==> config.mk <==
export PLATFORM = sky130hd
export DESIGN_NAME = iim_dataset_stream_parser_core
export DESIGN_NICKNAME = d
export VERILOG_FILES = /design/src/rtl/core/iimdsp_pkg.sv /design/src/rtl/core/iim_dataset_stream_parser_core.sv
export VERILOG_INCLUDE_DIRS = /design/src /design/src/rtl/core
export SDC_FILE = /design/constraint.sdc
export NUM_CORES = 1
export LEC_CHECK = 0
export BUFFER_PORTS_ARGS = -buffer_cell sky130_fd_sc_hd__buf_2
export CORE_UTILIZATION = 46
export CTS_BUF_LIST = sky130_fd_sc_hd__clkbuf_16
export CTS_CLUSTER_SIZE = 40
export DETAILED_ROUTE_END_ITERATION = 16
export PLACE_DENSITY = 0.65
export SLEW_MARGIN = 20
export SYNTH_ARGS = -nofsm -noshare
export SYNTH_HDL_FRONTEND = slang
export SYNTH_SLANG_ARGS = --single-unit
==> constraint.sdc <==
create_clock -name clk -period 3.2 [get_ports clk]
set_input_delay 0.32 -clock clk [delete_from_list [all_inputs] [get_ports clk]]
set_output_delay 0.32 -clock clk [all_outputs]
set_load 0.01 [all_outputs]
==> src/rtl/core/iim_dataset_stream_parser_core_macros.svh <==
// assertion macros for the iim dataset stream parser
`ifndef IIM_DATASET_STREAM_PARSER_CORE_MACROS_SVH
`define IIM_DATASET_STREAM_PARSER_CORE_MACROS_SVH

// checked at every clock edge outside reset
`define IIMDSP_ASSERT(label, prop, msg) \
	label: assert property (@(posedge clk) disable iff (!arst_n) prop) else $error(msg);

// checked at every clock edge, reset included
`define IIMDSP_ASSERT_ALWAYS(label, prop, msg) \
	label: assert property (@(posedge clk) prop) else $error(msg);

`endif

==> src/rtl/core/iimdsp_pkg.sv <==
// types, codes and constants shared by the iim dataset stream parser
package iimdsp_pkg;

	// result kinds
	localparam logic [1:0] KIND_HEADER  = 2'd0;
	localparam logic [1:0] KIND_PAYLOAD = 2'd1;
	localparam logic [1:0] KIND_DONE    = 2'd2;
	localparam logic [1:0] KIND_ERROR   = 2'd3;

	// error codes
	localparam logic [1:0] ERR_NONE      = 2'd0;
	localparam logic [1:0] ERR_MARKER    = 2'd1;
	localparam logic [1:0] ERR_SIZE      = 2'd2;
	localparam logic [1:0] ERR_TRUNCATED = 2'd3;

	localparam logic [7:0]  MARKER_BYTE    = 8'h1C;
	localparam logic [7:0]  EXT_FLAG       = 8'h80;
	localparam logic [15:0] EXT_SIZE_MASK  = 16'h7FFF;
	localparam logic [15:0] MAX_SIZE_BYTES = 16'd4;

	typedef struct packed {
		logic [7:0] data_byte;
		logic       final_byte;
	} byte_in_t;

	typedef struct packed {
		logic [1:0]  kind;
		logic [7:0]  record_number;
		logic [7:0]  dataset_number;
		logic [31:0] payload_length;
		logic [7:0]  payload_byte;
		logic        payload_end;
		logic [1:0]  error_code;
		logic        run_last;
	} result_t;

	function automatic result_t make_result(
		input logic [1:0]  kind,
		input logic [7:0]  rec,
		input logic [7:0]  set,
		input logic [31:0] len,
		input logic [7:0]  pbyte,
		input logic        pend,
		input logic [1:0]  err
	);
		result_t r;
		r.kind           = kind;
		r.record_number  = rec;
		r.dataset_number = set;
		r.payload_length = len;
		r.payload_byte   = pbyte;
		r.payload_end    = pend;
		r.error_code     = err;
		r.run_last       = 1'b0;
		return r;
	endfunction

endpackage

==> src/rtl/core/iim_dataset_stream_parser_core.sv <==
// iim dataset stream parser: deframes marker/record/dataset/length datasets from a byte stream
//
// usage
// - byte channel (byte_valid, byte_stall, byte_data): one stream byte per transaction,
//   final_byte set on the last byte of a block
// - result channel (result_valid, result_stall, result_data): dataset headers, payload
//   bytes and one done or error result per block; run_last marks the last result that
//   a byte caused
// - each byte gives zero, one or two results
// - each byte taken is held in the input register, parsed from there, and its results are
//   written into the result queue, which drives the result channel
// - throughput: one byte per cycle while every byte gives at most one result and the
//   result channel is not stalled; a byte that gives two results needs two result transfers
// - the rate is set by the result queue: a byte is parsed only with two free entries
// - byte_stall rises when the input register holds a byte that cannot be parsed yet;
//   a stall on the result channel fills the four-entry queue, then backs up into
//   byte_stall, and no byte or result is ever dropped
// - after an error reported before the end of a block, bytes are swallowed up to and
//   including the final byte
// - reset (arst_n low) empties the queue and the input register and returns the
//   parser to waiting for a dataset marker
`include "iim_dataset_stream_parser_core_macros.svh"

module iim_dataset_stream_parser_core (
	input  logic                  clk,
	input  logic                  arst_n,
	input  logic                  byte_valid,
	output logic                  byte_stall,
	input  iimdsp_pkg::byte_in_t  byte_data,
	output logic                  result_valid,
	input  logic                  result_stall,
	output iimdsp_pkg::result_t   result_data
);
	import iimdsp_pkg::*;

	// parser phases
	localparam logic [2:0] PH_MARK  = 3'd0;
	localparam logic [2:0] PH_REC   = 3'd1;
	localparam logic [2:0] PH_SET   = 3'd2;
	localparam logic [2:0] PH_LEN1  = 3'd3;
	localparam logic [2:0] PH_LEN2  = 3'd4;
	localparam logic [2:0] PH_EXT   = 3'd5;
	localparam logic [2:0] PH_DATA  = 3'd6;
	localparam logic [2:0] PH_DRAIN = 3'd7;

	// result queue
	localparam int QDEPTH = 4;
	localparam int QPTR_W = $clog2(QDEPTH);
	localparam int QCNT_W = $clog2(QDEPTH + 1);

	// input register
	logic       s1_valid_s1;
	byte_in_t   s1_data_s1;

	// parser state
	logic [2:0]  phase_q, phase_d;
	logic        marker_bad_q, marker_bad_d;
	logic [7:0]  cur_record_q, cur_record_d;
	logic [7:0]  cur_dataset_q, cur_dataset_d;
	logic [7:0]  first_length_byte_q, first_length_byte_d;
	logic [31:0] length_accum_q, length_accum_d;
	logic [2:0]  size_bytes_left_q, size_bytes_left_d;
	logic [31:0] payload_left_q, payload_left_d;

	// result queue storage
	result_t             queue_q [QDEPTH];
	logic [QPTR_W-1:0]   wr_ptr_q;
	logic [QPTR_W-1:0]   rd_ptr_q;
	logic [QCNT_W-1:0]   count_q;

	logic        room;
	logic        proc;
	logic        pop;
	logic        a_vld, b_vld;
	result_t     res_a, res_b;
	logic [1:0]  push_n;

	// combinational helpers
	logic [7:0]  in_b;
	logic        in_fin;
	logic [15:0] len2_v;
	logic [15:0] ext_size;
	logic [31:0] accum_next;
	logic [2:0]  size_dec;
	logic [31:0] pay_dec;
	logic        hdr_go;
	logic [31:0] hdr_len;
	logic        fail_go;
	logic [1:0]  fail_code;

	// two free queue entries are needed before a byte is parsed
	assign room       = count_q <= QCNT_W'(QDEPTH - 2);
	assign proc       = s1_valid_s1 & room;
	assign byte_stall = s1_valid_s1 & ~room;

	assign result_valid = count_q != '0;
	assign result_data  = queue_q[rd_ptr_q];
	assign pop          = result_valid & ~result_stall;

	// input register loads whenever the channel is not stalled
	always_ff @(posedge clk or negedge arst_n) begin
		if (!arst_n) begin
			s1_valid_s1 <= 1'b0;
		end else if (!byte_stall) begin
			s1_valid_s1 <= byte_valid;
		end
	end

	always_ff @(posedge clk) begin
		if (!byte_stall && byte_valid) begin
			s1_data_s1 <= byte_data;
		end
	end

	assign in_b       = s1_data_s1.data_byte;
	assign in_fin     = s1_data_s1.final_byte;
	assign len2_v     = {first_length_byte_q, in_b};
	assign ext_size   = len2_v & EXT_SIZE_MASK;
	assign accum_next = {length_accum_q[23:0], in_b};
	assign size_dec   = size_bytes_left_q - 3'd1;
	assign pay_dec    = payload_left_q - 32'd1;

	// parser: next state and up to two results for the byte in the input register
	always_comb begin
		phase_d             = phase_q;
		marker_bad_d        = marker_bad_q;
		cur_record_d        = cur_record_q;
		cur_dataset_d       = cur_dataset_q;
		first_length_byte_d = first_length_byte_q;
		length_accum_d      = length_accum_q;
		size_bytes_left_d   = size_bytes_left_q;
		payload_left_d      = payload_left_q;
		a_vld     = 1'b0;
		b_vld     = 1'b0;
		res_a     = '0;
		res_b     = '0;
		hdr_go    = 1'b0;
		hdr_len   = '0;
		fail_go   = 1'b0;
		fail_code = ERR_NONE;

		if (proc) begin
			unique case (phase_q)
				PH_MARK, PH_REC, PH_SET: begin
					if (phase_q == PH_MARK) begin
						marker_bad_d = in_b != MARKER_BYTE;
						phase_d      = PH_REC;
					end else if (phase_q == PH_REC) begin
						cur_record_d = in_b;
						phase_d      = PH_SET;
					end else begin
						cur_dataset_d = in_b;
						phase_d       = PH_LEN1;
					end
					// short tail is dropped without an error; a done result still ends the block
					if (in_fin) begin
						phase_d = PH_MARK;
						a_vld   = 1'b1;
						res_a   = make_result(KIND_DONE, '0, '0, '0, '0, 1'b0, ERR_NONE);
					end
				end
				PH_LEN1: begin
					if (marker_bad_q) begin
						fail_go   = 1'b1;
						fail_code = ERR_MARKER;
					end else begin
						first_length_byte_d = in_b;
						if (in_fin) begin
							fail_go   = 1'b1;
							fail_code = ERR_TRUNCATED;
						end else begin
							phase_d = PH_LEN2;
						end
					end
				end
				PH_LEN2: begin
					if ((first_length_byte_q & EXT_FLAG) != '0) begin
						if (ext_size > MAX_SIZE_BYTES) begin
							fail_go   = 1'b1;
							fail_code = ERR_SIZE;
						end else begin
							length_accum_d    = '0;
							size_bytes_left_d = ext_size[2:0];
							if (ext_size == '0) begin
								hdr_go  = 1'b1;
								hdr_len = '0;
							end else if (in_fin) begin
								fail_go   = 1'b1;
								fail_code = ERR_TRUNCATED;
							end else begin
								phase_d = PH_EXT;
							end
						end
					end else begin
						hdr_go  = 1'b1;
						hdr_len = {16'd0, len2_v};
					end
				end
				PH_EXT: begin
					length_accum_d    = accum_next;
					size_bytes_left_d = size_dec;
					if (size_dec == '0) begin
						hdr_go  = 1'b1;
						hdr_len = accum_next;
					end else if (in_fin) begin
						fail_go   = 1'b1;
						fail_code = ERR_TRUNCATED;
					end
				end
				PH_DATA: begin
					payload_left_d = pay_dec;
					a_vld = 1'b1;
					res_a = make_result(KIND_PAYLOAD, cur_record_q, cur_dataset_q, '0, in_b,
						pay_dec == '0, ERR_NONE);
					if (pay_dec == '0) begin
						phase_d = PH_MARK;
						if (in_fin) begin
							b_vld = 1'b1;
							res_b = make_result(KIND_DONE, '0, '0, '0, '0, 1'b0, ERR_NONE);
						end
					end else if (in_fin) begin
						phase_d = PH_MARK;
						b_vld   = 1'b1;
						res_b   = make_result(KIND_ERROR, '0, '0, '0, '0, 1'b0, ERR_TRUNCATED);
					end
				end
				PH_DRAIN: begin
					if (in_fin) begin
						phase_d = PH_MARK;
					end
				end
			endcase

			// error result, then drain unless the block already ended
			if (fail_go) begin
				a_vld   = 1'b1;
				res_a   = make_result(KIND_ERROR, '0, '0, '0, '0, 1'b0, fail_code);
				phase_d = in_fin ? PH_MARK : PH_DRAIN;
			end

			// dataset header, then payload, the next dataset, or a truncation error on a final byte
			if (hdr_go) begin
				a_vld = 1'b1;
				res_a = make_result(KIND_HEADER, cur_record_q, cur_dataset_q, hdr_len, '0,
					1'b0, ERR_NONE);
				if (hdr_len == '0) begin
					phase_d = PH_MARK;
					if (in_fin) begin
						b_vld = 1'b1;
						res_b = make_result(KIND_DONE, '0, '0, '0, '0, 1'b0, ERR_NONE);
					end
				end else begin
					payload_left_d = hdr_len;
					if (in_fin) begin
						phase_d = PH_MARK;
						b_vld   = 1'b1;
						res_b   = make_result(KIND_ERROR, '0, '0, '0, '0, 1'b0,
							ERR_TRUNCATED);
					end else begin
						phase_d = PH_DATA;
					end
				end
			end
		end

		res_a.run_last = ~b_vld;
		res_b.run_last = 1'b1;
	end

	assign push_n = {1'b0, a_vld} + {1'b0, b_vld};

	always_ff @(posedge clk or negedge arst_n) begin
		if (!arst_n) begin
			phase_q             <= PH_MARK;
			marker_bad_q        <= 1'b0;
			cur_record_q        <= '0;
			cur_dataset_q       <= '0;
			first_length_byte_q <= '0;
			length_accum_q      <= '0;
			size_bytes_left_q   <= '0;
			payload_left_q      <= '0;
		end else begin
			phase_q             <= phase_d;
			marker_bad_q        <= marker_bad_d;
			cur_record_q        <= cur_record_d;
			cur_dataset_q       <= cur_dataset_d;
			first_length_byte_q <= first_length_byte_d;
			length_accum_q      <= length_accum_d;
			size_bytes_left_q   <= size_bytes_left_d;
			payload_left_q      <= payload_left_d;
		end
	end

	// result queue pointers and fill count
	always_ff @(posedge clk or negedge arst_n) begin
		if (!arst_n) begin
			wr_ptr_q <= '0;
			rd_ptr_q <= '0;
			count_q  <= '0;
		end else begin
			wr_ptr_q <= wr_ptr_q + QPTR_W'(push_n);
			if (pop) begin
				rd_ptr_q <= rd_ptr_q + QPTR_W'(1);
			end
			count_q <= count_q + QCNT_W'(push_n) - QCNT_W'(pop);
		end
	end

	// result queue storage
	always_ff @(posedge clk) begin
		if (a_vld) begin
			queue_q[wr_ptr_q] <= res_a;
		end
		if (b_vld) begin
			queue_q[wr_ptr_q + QPTR_W'(1)] <= res_b;
		end
	end

	`IIMDSP_ASSERT(a_queue_no_overflow, (push_n != 2'd0) |-> (count_q <= QCNT_W'(QDEPTH - 2)), "result queue overflow")
	`IIMDSP_ASSERT(a_data_left_nonzero, (phase_q == PH_DATA) |-> (payload_left_q != '0), "payload phase with no bytes left")
	`IIMDSP_ASSERT(a_ext_size_range, (phase_q == PH_EXT) |-> ((size_bytes_left_q != '0) && (size_bytes_left_q <= 3'd4)), "extended size count out of range")
	`IIMDSP_ASSERT(a_final_restarts, (proc && in_fin) |=> (phase_q == PH_MARK), "final byte did not restart the parser")
	`IIMDSP_ASSERT(a_count_bound, count_q <= QCNT_W'(QDEPTH), "result queue count beyond depth")
	`IIMDSP_ASSERT_ALWAYS(a_reset_empties, !arst_n |=> (count_q == '0), "queue not empty in reset")

endmodule

==> impl_metrics.py <==
metrics = {
    "setup_path": {
        "crit_path_cell_trace": "buf_4 -> nor4_2 -> nand4_1 -> buf_4 -> a211o_1 -> or4_1 -> a2111o_2 -> nand4_1 -> nand2_1",
        "cp_data_arrival_time_ps": 3380,
        "r2r_start": "payload_left_q[8]$_DFFE_PN0P_",
        "critical-path-max-stage-delay_ps": 580,
        "worstPathRequired_ps": 3480,
        "r2r_cells": 9,
        "crit_type": "register to register",
        "cp_slowest_cell": "a2111o_2",
        "end_kind": "register",
        "reg2reg_slack_ps": 100,
        "cp_max_fo": 11,
        "start_kind": "register",
        "regToRegEndpoint": "queue_q[2][2]$_DFFE_PP_",
    },
    "hold_path": {
        "min_path_type": "input port to register",
        "hold_end": "rd_ptr_q[0]$_DFFE_PN0P_",
        "hold_start": "result_stall",
        "hold-path-cell-count": 3,
    },
    "power": {
        "seq_power_share_pct": 38.9,
        "p_leak_uw": 0.00710,
        "p_int_uw": 10100,
        "p_switching_uw": 5670,
        "netSwitchingFraction_pct": 36.0,
        "p_per_area_nw_per_um2": 856,
        "clkPwrFrac_pct": 27.0,
        "irDropWorstVdd_v": 0.000460,
        "combPwrFrac_pct": 34.1,
    },
    "placement": {
        "place_area_sq_um": 16900,
        "io_buffers": 76,
        "place_ws_ps": 12.5,
        "hpwl_microns": 28600,
        "gp_congestion": 0.934,
        "placed_cells": 2023,
    },
    "clock_tree": {
        "tritoncts": "built",
        "cts_buffer_depth": 3,
        "clkLatencyLatePin_ps": 530,
        "cts-root-buf": "clkbuf_16",
        "numCtsBuffers": 38,
        "cts-htree-levels": 2,
        "cts.clk_slew.worst_paths_ps": 60,
        "cts.sinks": 352,
    },
    "drt": {
        "vias": 12703,
        "dr_wl_met3_microns": 2150,
        "via_per_inst": 6.01,
        "wl_met2_microns": 21100,
        "dr.max_layer_used": "met4",
        "routedWlPerCell_microns": 20.6,
        "wl_met1_microns": 19100,
        "drtIter0Drc": 982,
        "drtPass1Iterations": 5,
        "ant_nets": 0,
        "drt-total-wl_microns": 43500,
        "drc": 0,
    },
    "synthesis": {
        "async_flop_share_pct": 27.0,
        "synth.yosys.seq_area_share_pct": 49.8,
        "synth_nets": 1560,
        "yosysUniqueCellTypes": 75,
        "muxShareOfSynthArea_pct": 10.7,
        "synth_area_per_cell_sq_um": 10.2,
        "synth_compound_area_share_pct": 19.3,
        "synth_fa_ha_area_share_pct": 0.849,
        "syn_area_sq_um": 15600,
        "syn_inst": 1537,
        "yosys_warnings": 0,
        "synthSimpleGateAreaFrac_pct": 13.6,
        "synth_top_family_by_area": "compound AO/OA/AOI/OAI gates",
        "ys_ff_latch": 352,
        "yosys.area_share.xor_xnor_pct": 1.01,
        "synth_edf_count": 25,
        "ys.flop_type": "dfxtp_1",
    },
    "run": {
        "drv_cap": 0,
    },
    "die": {
        "coreArea_sq_um": 33400,
        "fp.dieH_microns": 186,
        "dieArea_sq_um": 34700,
        "io_pins": 77,
        "initial_core_util_pct": 46.7,
        "rows": 67,
        "die_w_microns": 186,
    },
    "sta": {
        "finalCritPeriodShare_pct": 97.0,
        "hold_viol": 0,
        "post-route-min-period_ps": 3100,
        "hold_slack_ps": 135,
        "rsz0062_at_grt": "yes",
        "finClkSkew_ps": 13.5,
        "finalMaxSlewViolations": 0,
        "fmax_mhz": 322,
        "finalWorstSetupSlack_ps": 95.7,
        "worst_pin_slew_ps": 966,
        "setup_viol": 0,
        "slew_headroom_pct": 35.3,
    },
    "status": {
        "status": "completed",
    },
    "global_route": {
        "grt_pass1_wl_microns": 67600,
        "grt-ovfl-total": 0,
        "groute.usage.overall_pct": 24.9,
        "grt_max_degree": 69,
        "antenna_found_initial": 0,
        "grt_pass1_vias": 12348,
    },
    "finish": {
        "regArea_sq_um": 7780,
        "area_delta_synth_final_pct": 17.9,
        "multi_input_area_sq_um": 7320,
        "final_cells": 2115,
        "drive_gt1_share_pct": 23.1,
        "final_nets": 1661,
        "fin_area_sq_um": 18400,
        "num_antenna_cells": 0,
        "fillers": 2896,
    },
}
registers in the layout, indices dropped and copies added, names as in the netlist, 8 cells and up:
signal and count:
cur_dataset_q 8, cur_record_q 8, first_length_byte_q 8, in_b 8, length_accum_q 24, payload_left_q 32
queue_q 248
worst max-delay path, delay by kind of cell (launching register included):
kind | cells | cell delay [ps]
AOI/OAI and AO/OA | 2 | 870
buffers and inverters | 2 | 380
DFF | 1 | 400
and+or+nand+nor | 5 | 1200
cell families after synthesis:
family,Yosys count
AO/OA/AOI/OAI,445
XOR/XNOR,18
adder cells (fa/ha/maj),10
buffers and inverters,164
flip-flops,352
multiplexers,87
AND/OR/NAND/NOR,461
Yosys cell counts, types with 5 or more instances:
master    number  area [sq um]
nand2_1      250           938
dfxtp_1      232          4640
o21ai_0      149           746
a32o_1       100          1000
dfrtp_1       95          2380
a21oi_1       93           465
clkbuf_1      84           315
nor2_1        66           248
mux4_2        62          1400
buf_2         28           140
edfxtp_1      25           751
inv_1         25          93.8
mux2_2        25           282
nor3_1        22           110
nand3_1       18          90.1
a22o_1        16           140
nor4_1        16           100
o21ai_1       16          80.1
o22a_1        16           140
nand4_1       14          87.6
xnor2_1       14           123
a31oi_1       11          68.8
nand2b_1      11          68.8
buf_1          9          33.8
buf_6          9           101
ha_1           9           113
nor2b_1        9          56.3
or3_1          9          56.3
or4_1          8          60.1
o31ai_1        6          45.0
or2_2          6          37.5
buf_4          5          37.5
o22ai_1        5          31.3
worst max-delay path by stage:
stage	depth (start not counted)	start	slack, ps	to
floorplan	17	in_b[7]$_DFFE_PP_	-60	count_q[2]$_DFF_PN0_
global placement	8	payload_left_q[5]$_DFFE_PN0P_	70	queue_q[1][1]$_DFFE_PP_
detailed placement	8	payload_left_q[5]$_DFFE_PN0P_	10	queue_q[3][3]$_SDFFE_PP0P_
CTS	9	payload_left_q[4]$_DFFE_PN0P_	30	queue_q[3][3]$_SDFFE_PP0P_
global route	9	payload_left_q[10]$_DFFE_PN0P_	-80	queue_q[2][2]$_DFFE_PP_
finish	9	payload_left_q[8]$_DFFE_PN0P_	100	queue_q[2][2]$_DFFE_PP_
final cells by class:
type	count	share of cell area, %
Sequential cell	352	42.2
Multi-Input combinational cell	1022	39.7
Timing Repair Buffer	198	7.90
Clock buffer	39	5.30
Tap cell	448	3.04
Clock inverter	30	1.24
Inverter	26	0.544
per-layer routing:
| layer | global-route usage, % | vias to the layer above |
|---|---|---|
| li1 | - | 5875 |
| met2 | 41.5 | 370 |
| met4 | 8.66 | 0 |
| met5 | 0 | - |
| met1 | 33.3 | 6379 |
| met3 | 3.39 | 79 |
power by group through the flow:
| stage | registers, uW | logic, uW | clock network (uW) |
|---|---|---|---|
| after floorplan | 5870 | 3600 | 0 |
| after global placement | 6150 | 5160 | 0 |
| after detailed placement | 6190 | 5240 | 0 |
| after CTS | 6110 | 5270 | 4320 |
| after global routing | 6250 | 5830 | 4510 |
| final | 6130 | 5380 | 4250 |
cells in the final DEF, fill, tap and decap left out, types with 17 or more instances in the layout:
cell type / instances
a21oi_1: 91
a32o_1: 100
buf_2: 75
buf_4: 101
clkbuf_16: 39
dfrtp_1: 93
dfxtp_1: 232
edfxtp_1: 25
inv_1: 31
mux2_2: 25
mux4_2: 62
nand2_1: 249
nand3_1: 17
nor2_1: 65
nor3_1: 18
o21ai_0: 148
through the flow:
stage          power, uW  utilization (%)  setup TNS (ps)
2_1_floorplan       9460                -           -60.1
3_3_place_gp       11300             50.6               0
3_5_place_dp       11400             50.6               0
4_1_cts            15700             54.5               0
5_1_grt            16600             55.0            -491
6_report           15800             55.0               0
repair_timing:
item / in CTS / in global routing
buffers inserted: 0 / 11
cloned: 0 / 1
endpoints found under the hold margin: 53 / 0
hold buffers: 11 / 0
pin swaps: 0 / 12
setup endpoints to repair: 1 / 45
resized for setup: 1 / 18
No activity file was read; power rests on OpenSTA's default activity.
